<file path="src/rtl/sdss_pkg.sv">
// ----------------------------------------------------------------------------
// sdss_pkg
// Shared types, constants and conversion functions for the six-digit
// seven-segment scanner.
// ----------------------------------------------------------------------------
package sdss_pkg;

   localparam int NUM_DIGITS = 6;
   localparam int CODE_W     = 5;
   localparam int SEG_W      = 8;
   localparam int NUM_CODES  = 17;

   typedef enum logic [1:0] {
      OP_TICK       = 2'd0,
      OP_FOUR_TWO   = 2'd1,
      OP_THREE_THREE = 2'd2,
      OP_BLANK_ZERO = 2'd3
   } op_type;

   typedef logic [CODE_W-1:0]               code_type;
   typedef logic [NUM_DIGITS-1:0][CODE_W-1:0] code_vec_type;
   typedef logic [NUM_DIGITS-1:0]           mask_type;
   typedef logic [SEG_W-1:0]                seg_type;

   localparam code_type BLANK_CODE = 5'd12;
   localparam seg_type  POINT_BIT  = 8'h08;
   localparam mask_type ALL_OFF    = 6'h3F;

   // Digits shown after reset: P - 1 6 1 0.
   localparam code_vec_type RESET_CODES = {5'd0, 5'd1, 5'd6, 5'd1, 5'd15, 5'd14};

   localparam seg_type SEG_TABLE [NUM_CODES] = '{
      8'hF5, 8'h05, 8'hB3, 8'h97, 8'h47, 8'hD6, 8'hF6, 8'h85, 8'hF7, 8'hD7,
      8'h75, 8'h9F, 8'h00, 8'hDE, 8'hE3, 8'h02, 8'hE7
   };

   // Load transaction travelling from the converter to the digit cells.
   typedef struct packed {
      logic         load;
      code_vec_type codes;
      mask_type     dots;
   } load_type;

   function automatic seg_type seg_decode(input code_type code);
      seg_type seg;
      seg = 8'h00;
      if (code < code_type'(NUM_CODES)) begin
         seg = SEG_TABLE[code];
      end
      return seg;
   endfunction

   // Quotient by 100 for values up to 9999, by reciprocal multiplication.
   function automatic logic [6:0] div100(input logic [13:0] x);
      logic [26:0] p;
      p = 27'(x) * 27'd5243;
      return p[25:19];
   endfunction

   // Quotient by 10 for values up to 99.
   function automatic logic [3:0] div10(input logic [6:0] x);
      logic [14:0] p;
      p = 15'(x) * 15'd205;
      return p[14:11];
   endfunction

   // Remainder by 10 for values up to 99.
   function automatic logic [3:0] mod10(input logic [6:0] x);
      logic [6:0] q;
      q = 7'(div10(x));
      return 4'(x - 7'(q * 7'd10));
   endfunction

endpackage

</file>
<file path="src/rtl/six_digit_seven_segment_scanner_core.sv">
// ----------------------------------------------------------------------------
// six_digit_seven_segment_scanner_core
// Six-digit multiplexed seven-segment display driver with a stream interface.
// ----------------------------------------------------------------------------
// Every request transaction yields one response carrying the segment and
// digit-select latches as they stand after it. An enabled tick (op 0) moves
// the scan token one cell along the ring of six digit cells and latches that
// digit's pattern with its decimal point; loads (ops 1 to 3) rewrite the
// digits and the point mask, which show from the next tick. The core takes
// one transaction per clock cycle unless the response stalls; combinational
// decimal conversion feeds the digit cells and segment decode feeds the
// single response register, the only stage in the path. Writing 0 to the
// enable register stops scanning and turns all digit selects off at once.
module six_digit_seven_segment_scanner_core (
   input  logic        clock,
   input  logic        reset,
   input  logic        req_tvalid,
   output logic        req_tready,
   input  logic [39:0] req_tdata,  // left_value[15:0], right_value[31:16],
                                   // dot_mask[37:32], zero[39:38]
   input  logic [1:0]  req_tuser,  // op[1:0]
   output logic        rsp_tvalid,
   input  logic        rsp_tready,
   output logic [15:0] rsp_tdata,  // segments[7:0], digit_select_n[13:8],
                                   // zero[15:14]
   input  logic        csr_valid,
   output logic        csr_ready,
   input  logic        csr_data    // display_enable
);
   import sdss_pkg::*;

   logic       req_accept;
   logic       csr_accept;
   op_type     op;
   load_type   load;
   logic       tick;

   logic       enable_ff;
   logic       enable_in;
   seg_type    seg_latch_ff;
   seg_type    seg_latch_in;
   mask_type   sel_latch_ff;
   mask_type   sel_latch_in;
   logic       rsp_valid_ff;
   logic       rsp_valid_in;
   logic [15:0] rsp_data_ff;
   logic [15:0] rsp_data_in;

   mask_type   token;
   mask_type   token_next;
   seg_type    cell_seg [NUM_DIGITS];
   seg_type    seg_or;

   assign req_tready = !rsp_valid_ff || rsp_tready;
   assign req_accept = req_tvalid && req_tready;
   assign csr_ready  = 1'b1;
   assign csr_accept = csr_valid && csr_ready;
   assign op         = op_type'(req_tuser);
   assign tick       = req_accept && (op == OP_TICK) && enable_ff;

   sdss_digit_conv u_conv (
      .op          (op),
      .left_value  (req_tdata[15:0]),
      .right_value (req_tdata[31:16]),
      .dot_mask    (req_tdata[37:32]),
      .accept      (req_accept),
      .load        (load)
   );

   for (genvar i = 0; i < NUM_DIGITS; i++) begin : g_cell
      localparam int Prev = (i == 0) ? NUM_DIGITS - 1 : i - 1;
      assign token_next[i] = token[Prev];
      sdss_digit_cell u_cell (
         .clock       (clock),
         .reset       (reset),
         .reset_code  (RESET_CODES[i]),
         .reset_token (i == 0),
         .tick        (tick),
         .load        (load.load),
         .load_code   (load.codes[i]),
         .load_dot    (load.dots[i]),
         .token_in    (token[Prev]),
         .token_out   (token[i]),
         .seg_out     (cell_seg[i])
      );
   end

   always_comb begin
      seg_or = '0;
      for (int i = 0; i < NUM_DIGITS; i++) begin
         seg_or = seg_or | cell_seg[i];
      end
   end

   always_comb begin
      enable_in    = csr_accept ? csr_data : enable_ff;
      seg_latch_in = tick ? seg_or : seg_latch_ff;
      sel_latch_in = tick ? ~token_next : sel_latch_ff;
      if (csr_accept && !csr_data) begin
         sel_latch_in = ALL_OFF;
      end
      rsp_data_in  = req_accept ? {2'b00, sel_latch_in, seg_latch_in} : rsp_data_ff;
      rsp_valid_in = req_accept || (rsp_valid_ff && !rsp_tready);
   end

   always_ff @(posedge clock) begin
      if (reset) begin
         enable_ff    <= 1'b1;
         seg_latch_ff <= '0;
         sel_latch_ff <= ALL_OFF;
         rsp_valid_ff <= 1'b0;
      end else begin
         enable_ff    <= enable_in;
         seg_latch_ff <= seg_latch_in;
         sel_latch_ff <= sel_latch_in;
         rsp_valid_ff <= rsp_valid_in;
      end
   end

   always_ff @(posedge clock) begin
      rsp_data_ff <= rsp_data_in;
   end

   assign rsp_tvalid = rsp_valid_ff;
   assign rsp_tdata  = rsp_data_ff;

   // Exactly one cell holds the scan token.
   a_token_onehot: assert property (@(posedge clock) disable iff (reset)
      $onehot(token))
      else $error("scan token is not held by exactly one cell");

   // At most one digit is selected at any time.
   a_select_onehot: assert property (@(posedge clock) disable iff (reset)
      $onehot0(~sel_latch_ff))
      else $error("more than one digit selected");

   // Disabling the display turns every digit off at the next edge.
   a_disable_off: assert property (@(posedge clock) disable iff (reset)
      csr_accept && !csr_data |=> sel_latch_ff == ALL_OFF)
      else $error("digit selects still active after disable");

   // An enabled tick without an enable write in the same cycle leaves the select latch pointing at the token holder.
   a_tick_select: assert property (@(posedge clock) disable iff (reset)
      tick && !csr_accept |=> sel_latch_ff == ~token)
      else $error("select latch does not follow the scan token");

endmodule

</file>
<file path="src/rtl/sdss_digit_conv.sv">
// ----------------------------------------------------------------------------
// sdss_digit_conv
// Turns a load transaction into six digit codes and a point mask:
// saturation, decimal conversion and leading-zero blanking.
// ----------------------------------------------------------------------------
module sdss_digit_conv (
   input  sdss_pkg::op_type   op,
   input  logic [15:0]        left_value,
   input  logic [15:0]        right_value,
   input  sdss_pkg::mask_type dot_mask,
   input  logic               accept,
   output sdss_pkg::load_type load
);
   import sdss_pkg::*;

   logic [13:0] l4;
   logic [6:0]  r2;
   logic [9:0]  l3;
   logic [9:0]  r3;
   logic [6:0]  l4_hi;
   logic [6:0]  l4_lo;
   logic [6:0]  l3_hi;
   logic [6:0]  l3_lo;
   logic [6:0]  r3_hi;
   logic [6:0]  r3_lo;
   logic [3:0]  rh;
   logic [3:0]  rt;

   always_comb begin
      l4 = (left_value > 16'd9999) ? 14'd9999 : left_value[13:0];
      r2 = (right_value > 16'd99) ? 7'd99 : right_value[6:0];
      l3 = (left_value > 16'd999) ? 10'd999 : left_value[9:0];
      r3 = (right_value > 16'd999) ? 10'd999 : right_value[9:0];

      l4_hi = div100(l4);
      l4_lo = 7'(l4 - 14'(l4_hi) * 14'd100);
      l3_hi = div100(14'(l3));
      l3_lo = 7'(l3 - 10'(l3_hi) * 10'd100);
      r3_hi = div100(14'(r3));
      r3_lo = 7'(r3 - 10'(r3_hi) * 10'd100);
      rh    = 4'(r3_hi);
      rt    = div10(r3_lo);

      load.load  = accept && (op != OP_TICK);
      load.codes = RESET_CODES;
      load.dots  = dot_mask;

      unique case (op)
         OP_FOUR_TWO: begin
            load.codes[0] = code_type'(div10(l4_hi));
            load.codes[1] = code_type'(mod10(l4_hi));
            load.codes[2] = code_type'(div10(l4_lo));
            load.codes[3] = code_type'(mod10(l4_lo));
            load.codes[4] = code_type'(div10(r2));
            load.codes[5] = code_type'(mod10(r2));
         end
         OP_THREE_THREE: begin
            load.codes[0] = code_type'(l3_hi);
            load.codes[1] = code_type'(div10(l3_lo));
            load.codes[2] = code_type'(mod10(l3_lo));
            // The tens digit is blanked only behind a blanked hundreds digit.
            load.codes[3] = (rh == 4'd0) ? BLANK_CODE : code_type'(rh);
            load.codes[4] = (rh == 4'd0 && rt == 4'd0) ? BLANK_CODE : code_type'(rt);
            load.codes[5] = code_type'(mod10(r3_lo));
         end
         OP_BLANK_ZERO: begin
            load.codes = {5'd0, BLANK_CODE, BLANK_CODE, BLANK_CODE, BLANK_CODE,
                          BLANK_CODE};
            load.dots  = '0;
         end
         default: begin
            load.codes = RESET_CODES;
         end
      endcase
   end

endmodule

</file>
<file path="src/rtl/sdss_digit_cell.sv">
// ----------------------------------------------------------------------------
// sdss_digit_cell
// One digit of the scan ring: holds a digit code, its point bit and the
// scan token, which moves on to the next cell at every enabled tick.
// ----------------------------------------------------------------------------
module sdss_digit_cell (
   input  logic                 clock,
   input  logic                 reset,
   input  sdss_pkg::code_type   reset_code,
   input  logic                 reset_token,
   input  logic                 tick,
   input  logic                 load,
   input  sdss_pkg::code_type   load_code,
   input  logic                 load_dot,
   input  logic                 token_in,
   output logic                 token_out,
   output sdss_pkg::seg_type    seg_out
);
   import sdss_pkg::*;

   code_type code_ff;
   code_type code_in;
   logic     dot_ff;
   logic     dot_in;
   logic     token_ff;
   logic     token_in_d;

   always_comb begin
      code_in    = load ? load_code : code_ff;
      dot_in     = load ? load_dot : dot_ff;
      token_in_d = tick ? token_in : token_ff;
   end

   always_ff @(posedge clock) begin
      if (reset) begin
         code_ff  <= reset_code;
         dot_ff   <= 1'b0;
         token_ff <= reset_token;
      end else begin
         code_ff  <= code_in;
         dot_ff   <= dot_in;
         token_ff <= token_in_d;
      end
   end

   assign token_out = token_ff;

   // The cell about to take the token drives the pattern for the next tick.
   assign seg_out = token_in ? (seg_decode(code_ff) | (dot_ff ? POINT_BIT : 8'h00))
                             : 8'h00;

endmodule

</file>
<file path="config.mk">
export PLATFORM = sky130hd
export DESIGN_NAME = six_digit_seven_segment_scanner_core
export DESIGN_NICKNAME = d
export VERILOG_FILES = /design/src/rtl/sdss_pkg.sv /design/src/rtl/six_digit_seven_segment_scanner_core.sv /design/src/rtl/sdss_digit_conv.sv /design/src/rtl/sdss_digit_cell.sv
export SDC_FILE = /design/constraint.sdc
export NUM_CORES = 1
export LEC_CHECK = 0
export BUFFER_PORTS_ARGS = -buffer_cell sky130_fd_sc_hd__buf_2
export CAP_MARGIN = 20
export CORE_UTILIZATION = 50
export DETAILED_ROUTE_END_ITERATION = 8
export PLACE_DENSITY = 0.69
export RECOVER_POWER = 100
export SYNTH_ARGS = -nofsm -noshare
export SYNTH_HDL_FRONTEND = slang
export SYNTH_SLANG_ARGS = --single-unit
</file>
<file path="constraint.sdc">
create_clock -name clock -period 23.3 [get_ports clock]
set_input_delay 2.33 -clock clock [delete_from_list [all_inputs] [get_ports clock]]
set_output_delay 2.33 -clock clock [all_outputs]
set_load 0.05 [all_outputs]
</file>
==> Word-level counts from Yosys, hierarchy flattened <==
Memory sizes are Yosys's and may differ from the RTL's.
Index checks and enable logic that the tools add are counted.
{ "word_totals": {"reg_bits": 72, "rom_bits": 1536, "inputBits": 48, "out_inout_bits": 19, "n_memories": 6} }
{ "memory_table": {"columns": ["memory", "depth", "width", "read_ports", "rd_clocked_by_memory_dff", "wr", "line_no", "rtl"], "rows": [
  ["(no name shown)", 32, 8, 1, 0, 0, "sdss_pkg.sv:48", "seg = SEG_TABLE[code];"],
  ["(no name shown)", 32, 8, 1, 0, 0, "sdss_pkg.sv:48", null],
  ["(no name shown)", 32, 8, 1, 0, 0, "sdss_pkg.sv:48", null],
  ["(no name shown)", 32, 8, 1, 0, 0, "sdss_pkg.sv:48", null],
  ["(no name shown)", 32, 8, 1, 0, 0, "sdss_pkg.sv:48", null],
  ["(no name shown)", 32, 8, 1, 0, 0, "sdss_pkg.sv:48", null]
]} }
{ "classes": {"add_sub_neg": 8, "n_mul": 16, "order_cmp": 16, "eq_ne": 3, "muxes": 41, "n_bitwise": 18, "reduce_logical": 16} }
{ "ops": {"columns": ["cell", "n"], "rows": [
  ["8-bit 2-to-1 mux", 25],
  ["8-bit OR", 11],
  ["29-bit case mux with 3 select lines", 1],
  ["7-bit by 8-bit multiplier with 15-bit output (second input constant)", 5],
  ["10-bit by 13-bit multiplier with 23-bit output (second input constant)", 2],
  ["6-bit greater-or-equal comparator (second input constant)", 6],
  ["5-bit inverter with 6-bit output", 6],
  ["16-bit by 10-bit > comparator with 1-bit output (second input constant)", 2],
  ["4-bit 2-to-1 mux", 8],
  ["5-bit less-than comparator (second input constant)", 6],
  ["14-bit by 13-bit multiplier with 26-bit output (second input constant)", 1],
  ["7-bit subtractor", 3],
  ["4-bit by 3-bit multiplier with 3-bit output (second input constant)", 5],
  ["10-bit 2-to-1 mux", 2],
  ["4-bit subtractor", 5],
  ["6-bit 2-to-1 mux", 3],
  ["16-bit by 14-bit > comparator with 1-bit output (second input constant)", 1],
  ["16-bit by 7-bit > comparator with 1-bit output (second input constant)", 1],
  ["14-bit 2-to-1 mux", 1],
  ["4-bit by 5-bit multiplier with 5-bit output (second input constant)", 2],
  ["4-bit logical NOT", 2],
  ["1-bit logical AND", 7],
  ["7-bit by 5-bit multiplier with 5-bit output (second input constant)", 1],
  ["7-bit 2-to-1 mux", 1],
  ["other kinds (7)", 11]
]} }

==> Longest topological paths before layout <==
{ "depth": {"word_depth": 13, "depth_mapped": 57} }

==> Cells and area by module <==
A second synthesis with hierarchy kept.
{ "hier_totals": {"hier_cells": 1964, "area_unflattened_um2": 18606.6} }
{ "by_module_without_submodules": {"columns": ["module", "n_inst", "cells_per_inst", "area_per_inst_um2", "seq_area_each_um2"], "rows": [
  ["sdss_digit_conv", 1, 1471, 13439.1, 0.0],
  ["sdss_digit_cell (g_cell[1].u_cell ...)", 5, 64, 628.1, 200.2],
  ["six_digit_seven_segment_scanner_core", 1, 115, 1388.8, 740.7],
  ["sdss_digit_cell (g_cell[0].u_cell)", 1, 58, 638.1, 200.2]
]} }

==> Worst setup path before layout <==
No wires, ideal clock.
{ "synth_timing": {"kind": "input to register", "start": "input port req_tdata[4]", "end": "register g_cell[3].u_cell.code_ff[3]", "setup_ns": 0.086, "arrival_time_ns": 13.753, "setup_slack_ns": 9.461, "path_stages": 51, "n_path_buf": 2, "cell_sequence": "clkbuf_1 > nor4_1 > o21ai_0 > a211oi_1 > clkbuf_1 > nand2_1 > inv_1 > ha_1 > fa_1 > fa_1 > ha_1 > inv_1 > fa_1 > inv_1 > ha_1 > a211o_1 > or2_1 > o2111a_1 > [... 15 more ...] > ha_1 > fa_1 > inv_1 > fa_1 > inv_1 > ha_1 > nand2_1 > o311a_1 > o21bai_1 > xor2_1 > ha_1 > inv_1 > fa_1 > xnor2_1 > xnor2_1 > xnor2_1 > a22oi_1 > a211oi_1"} }
{ "synth_between": {"elab_chain_len": 9} }
{ "synth_lines": {"columns": ["element", "line_no", "rtl"], "rows": [
  ["from (decl)", "six_digit_seven_segment_scanner_core.sv:19", "input logic [39:0] req_tdata,"],
  ["16-bit by 14-bit > comparator with 1-bit output", "sdss_digit_conv.sv:30", "l4 = (left_value > 16'd9999) ? 14'd9999 : left_value[13:0];"],
  ["14-bit 2-to-1 mux (*)", "sdss_digit_conv.sv:30", null],
  ["14-bit by 13-bit multiplier with 26-bit output", "sdss_pkg.sv:56", "p = 27'(x) * 27'd5243;"],
  ["7-bit by 5-bit multiplier with 5-bit output", "sdss_digit_conv.sv:36", "l4_lo = 7'(l4 - 14'(l4_hi) * 14'd100);"],
  ["7-bit subtractor (*)", "sdss_digit_conv.sv:36", null],
  ["7-bit by 8-bit multiplier with 15-bit output", "sdss_pkg.sv:63", "p = 15'(x) * 15'd205;"],
  ["4-bit by 3-bit multiplier with 3-bit output", "sdss_pkg.sv:71", "return 4'(x - 7'(q * 7'd10));"],
  ["4-bit subtractor (*)", "sdss_pkg.sv:71", null],
  ["29-bit case mux with 3 select lines (*)", "sdss_digit_conv.sv:48", "unique case (op)"],
  ["to (signal assigned)", "sdss_digit_cell.sv:36", "code_ff <= reset_code;"],
  ["to (signal assigned)", "sdss_digit_cell.sv:40", "code_ff <= code_in;"],
  ["to (decl)", "sdss_digit_cell.sv:21", "code_type code_ff;"]
]} }
Every way passes the cells marked *; elsewhere a longest branch is shown, timed or not.
A chain may end at the register's enable or synchronous reset.

==> Worst setup path in the final report <==
{ "layout_timing": {"start": "input port req_tdata[31]", "end": "register g_cell[5].u_cell.code_ff[3]"} }
{ "layout_between": {"elab_chain_len": 9, "word_cells_on_any_way": 14} }
{ "layout_lines": {"columns": ["element", "line_no", "rtl"], "rows": [
  ["16-bit by 10-bit > comparator with 1-bit output", "sdss_digit_conv.sv:33", "r3 = (right_value > 16'd999) ? 10'd999 : right_value[9:0];"],
  ["10-bit 2-to-1 mux", "sdss_digit_conv.sv:33", null],
  ["10-bit by 13-bit multiplier with 23-bit output", "sdss_pkg.sv:56", null],
  ["4-bit by 5-bit multiplier with 5-bit output", "sdss_digit_conv.sv:40", "r3_lo = 7'(r3 - 10'(r3_hi) * 10'd100);"],
  ["7-bit subtractor", "sdss_digit_conv.sv:40", null],
  ["7-bit by 8-bit multiplier with 15-bit output", "sdss_pkg.sv:63", null],
  ["4-bit by 3-bit multiplier with 3-bit output", "sdss_pkg.sv:71", null],
  ["4-bit subtractor", "sdss_pkg.sv:71", null],
  ["29-bit case mux with 3 select lines (*)", "sdss_digit_conv.sv:48", null],
  ["to (signal assigned)", "sdss_digit_cell.sv:36", null],
  ["to (signal assigned)", "sdss_digit_cell.sv:40", null],
  ["to (decl)", "sdss_digit_cell.sv:21", null]
]} }
Marks and branches as above.

==> results.toml <==
[status]
status = "complete, but fails checks"
violations = "capacitance limit, slew limit"

[worst_setup_path]
cpMostUsedCell = "ha_1"
crit_slowest_cell = "a2111oi_0"
worstPathArrival_ns = 15.41
r2r_slack_ns = 19.27
r2r_cells = 7
slowest_delay_ns = 1.07
crit_path_end = "g_cell[5].u_cell.code_ff[3]$_SDFFE_PP0P_"
cp.depth = 50
regToRegEndpoint = "g_cell[5].u_cell.code_ff[0]$_SDFFE_PP0P_"
path_max_fanout = 6
required_ns = 23.45
crit_type = "primary input to register"
cp-end-kind = "register"
cp-startpoint = "req_tdata[31]"
worstReg2RegStart = "rsp_tvalid$_SDFF_PP0_"
path_delay_family = "adder cells"
path_buf_inv = 10
crit_path_start_kind = "primary input"

[cts]
path_clk_slew_ns = 0.05
hold_buffers = 0
insertion_delay_ns = 0.33
cts_root_buf = "clkbuf_16"
clk_path_buf_depth = 2
ctsResizeCount = 0
cts_sinks = 66
post_cts_buffers = 0
cts_tree = "built"
cts_made_buffers = 9
htree_levels = 3

[place]
io_buffers = 61
hpwlAfterDp_microns = 32100
placedCellCount = 2384
gp_congestion = 0.885

[finish]
n_fill_cell = 3059
layout.nets = 2613
final-instance-count-excl-fill = 2400
n_antenna_cell = 0
utilization = 0.536
area_growth_pct = 5.44
multi_input_area_sq_um = 13900
regArea_sq_um = 1460
drive_gt1_frac = 0.0435

[run]
drv_cap = 2

[routing]
wirelength_microns = 36400
wl_per_cell_microns = 15.2
wl_met1_microns = 17200
vias_per_cell = 5.44
wl_met2_microns = 17600
wl_met3_microns = 981
dr.pass1.iters = 5
ant_nets = 0
drt_iter0_markers = 673
vias = 13100
top_layer = "met4"
drc_errors = 0

[logic_synthesis]
syn_area_per_cell_sq_um = 8.93
synth.largest_area_cell = "ha_1"
yosysMostFrequentCell = "ha_1"
async_flop_share = 0
synthTopCellsByArea = "ha_1 (33%), fa_1 (20%), inv_1 (8.7%)"
ys.flop_type = "dfxtp_1"
ys_top_cells_by_count = "ha_1 (448), inv_1 (398), fa_1 (170), nand2_1 (105), nor2_1 (90)"
postSynthRegisterBits = 66
seq_area_frac_synth = 0.0855
yosysUniqueCellTypes = 89
synth_area_sq_um = 17100
synth_edf_count = 14
ys.warnings.count = 0
synthCells = 1914
synth_top_area_frac = 0.328

[timing]
slew_headroom = -0.817
rsz0062_at_grt = "false"
slew_viol_final = 55
setup_viol = 0
tightest_slew_ns = 2.70
hold_violations = 0
fin_skew_ns = 0.00622
setup_tns_ns = 0
final.period_utilization = 0.655
min_period_ns = 15.27
whs_ns = 0.464
max_freq_ghz = 0.0655

[floorplan]
start_util = 0.509
rows = 67
die_area_sq_um = 34900
die_y_microns = 187
die_x_microns = 187
io_pins = 67
coreArea_sq_um = 33600

[global_route]
grt_usage = 0.214
antenna_found_initial = 1
globalRouteOverflowTotal = 0
grt_pass1_wl_microns = 62200
grt_pass1_vias = 13100
grt_max_degree = 32

[worst_hold_path]
min_path_type = "register to register"
## cells by family after synthesis
logic type / count (synthesis) / share of synthesized area
xor+xnor: 80 / 0.0430
mux: 10 / 0.00629
buf+inv: 444 / 0.0983
flops: 66 / 0.0855
compound gates: 335 / 0.135
other cells: 2 / 0.000439
fa+ha+maj: 620 / 0.528
simple gates: 357 / 0.104
## layer usage
layer	global-route usage	vias to the layer above
li1	-	6527
met1	0.289	6285
met2	0.376	203
met3	0.0128	38
met4	0.0451	0
met5	0	-
## metrics by stage
step | worst slack (ns) | cell area, sq um
4_1_cts | 8.46 | 18100
5_1_grt | 6.91 | 18000
6_report | 8.03 | 18000
3_5_place_dp | 8.12 | 17800
2_1_floorplan | 9.46 | 17100
3_3_place_gp | 8.23 | 17800
## worst min-delay path by stage
stage / startpoint / to / slack, ns / depth (start not counted)
finish: seg_latch_ff[5]$_SDFF_PP0_ / seg_latch_ff[5]$_SDFF_PP0_ / 0.46 / 2
global route: seg_latch_ff[5]$_SDFF_PP0_ / seg_latch_ff[5]$_SDFF_PP0_ / 0.50 / 2
CTS: seg_latch_ff[5]$_SDFF_PP0_ / seg_latch_ff[5]$_SDFF_PP0_ / 0.47 / 2
detailed placement: seg_latch_ff[5]$_SDFF_PP0_ / seg_latch_ff[5]$_SDFF_PP0_ / 0.46 / 2
global placement: seg_latch_ff[5]$_SDFF_PP0_ / seg_latch_ff[5]$_SDFF_PP0_ / 0.45 / 2
floorplan: seg_latch_ff[5]$_SDFF_PP0_ / seg_latch_ff[5]$_SDFF_PP0_ / 0.44 / 2
## layout by cell type (no fill, tap or decap), drive strengths merged, types with 6 or more instances in the layout
cell,synthesis,final
o311ai,8,8
nand2,105,105
edfxtp,14,14
a22oi,16,16
a211oi,18,18
nor4,8,8
nand3,28,28
nand2b,30,30
inv,399,399
o21ai,62,62
xor2,24,24
nor3,14,14
ha,448,448
a21oi,82,82
and3,15,15
o22ai,11,11
xnor2,54,54
o2111ai,6,6
a21o,19,19
o221ai,12,12
clkbuf,40,33
buf,5,46
o211ai,29,29
mux2,6,6
a221oi,13,13
o21a,9,9
dfxtp,52,52
fa,170,170
or2,8,8
and2,12,12
or3,12,12
a211o,6,6
nor2,90,90
a31oi,14,14
nor2b,15,15
## flip-flops by register name, summed over array words and instances, names as in the netlist
signal and count:
enable_ff 1, g_cell.u_cell.code_ff 24, g_cell.u_cell.dot_ff 6, g_cell.u_cell.token_out 6
rsp_tdata 14, rsp_tvalid 1, seg_latch_ff 8, sel_latch_ff 6
## tightest hold or removal path: cells and delay by family (launching register included)
kind,cells,cell delay (ns)
AOI/OAI and AO/OA,1,0.06
DFF,1,0.29
and+or+nand+nor,1,0.06
## area by class of cell
cell class | count | share of cell area
multi-input cells | 1405 | 0.772
inverters | 399 | 0.0831
flip-flops and latches | 66 | 0.0810
well taps | 448 | 0.0311
repair buffers | 66 | 0.0173
clock buffers | 13 | 0.0145
clock inverters | 3 | 0.000694
Power is left out: the tool's default activity adds up to more than one toggle a clock period on the data nets, which glitch-free logic cannot reach.
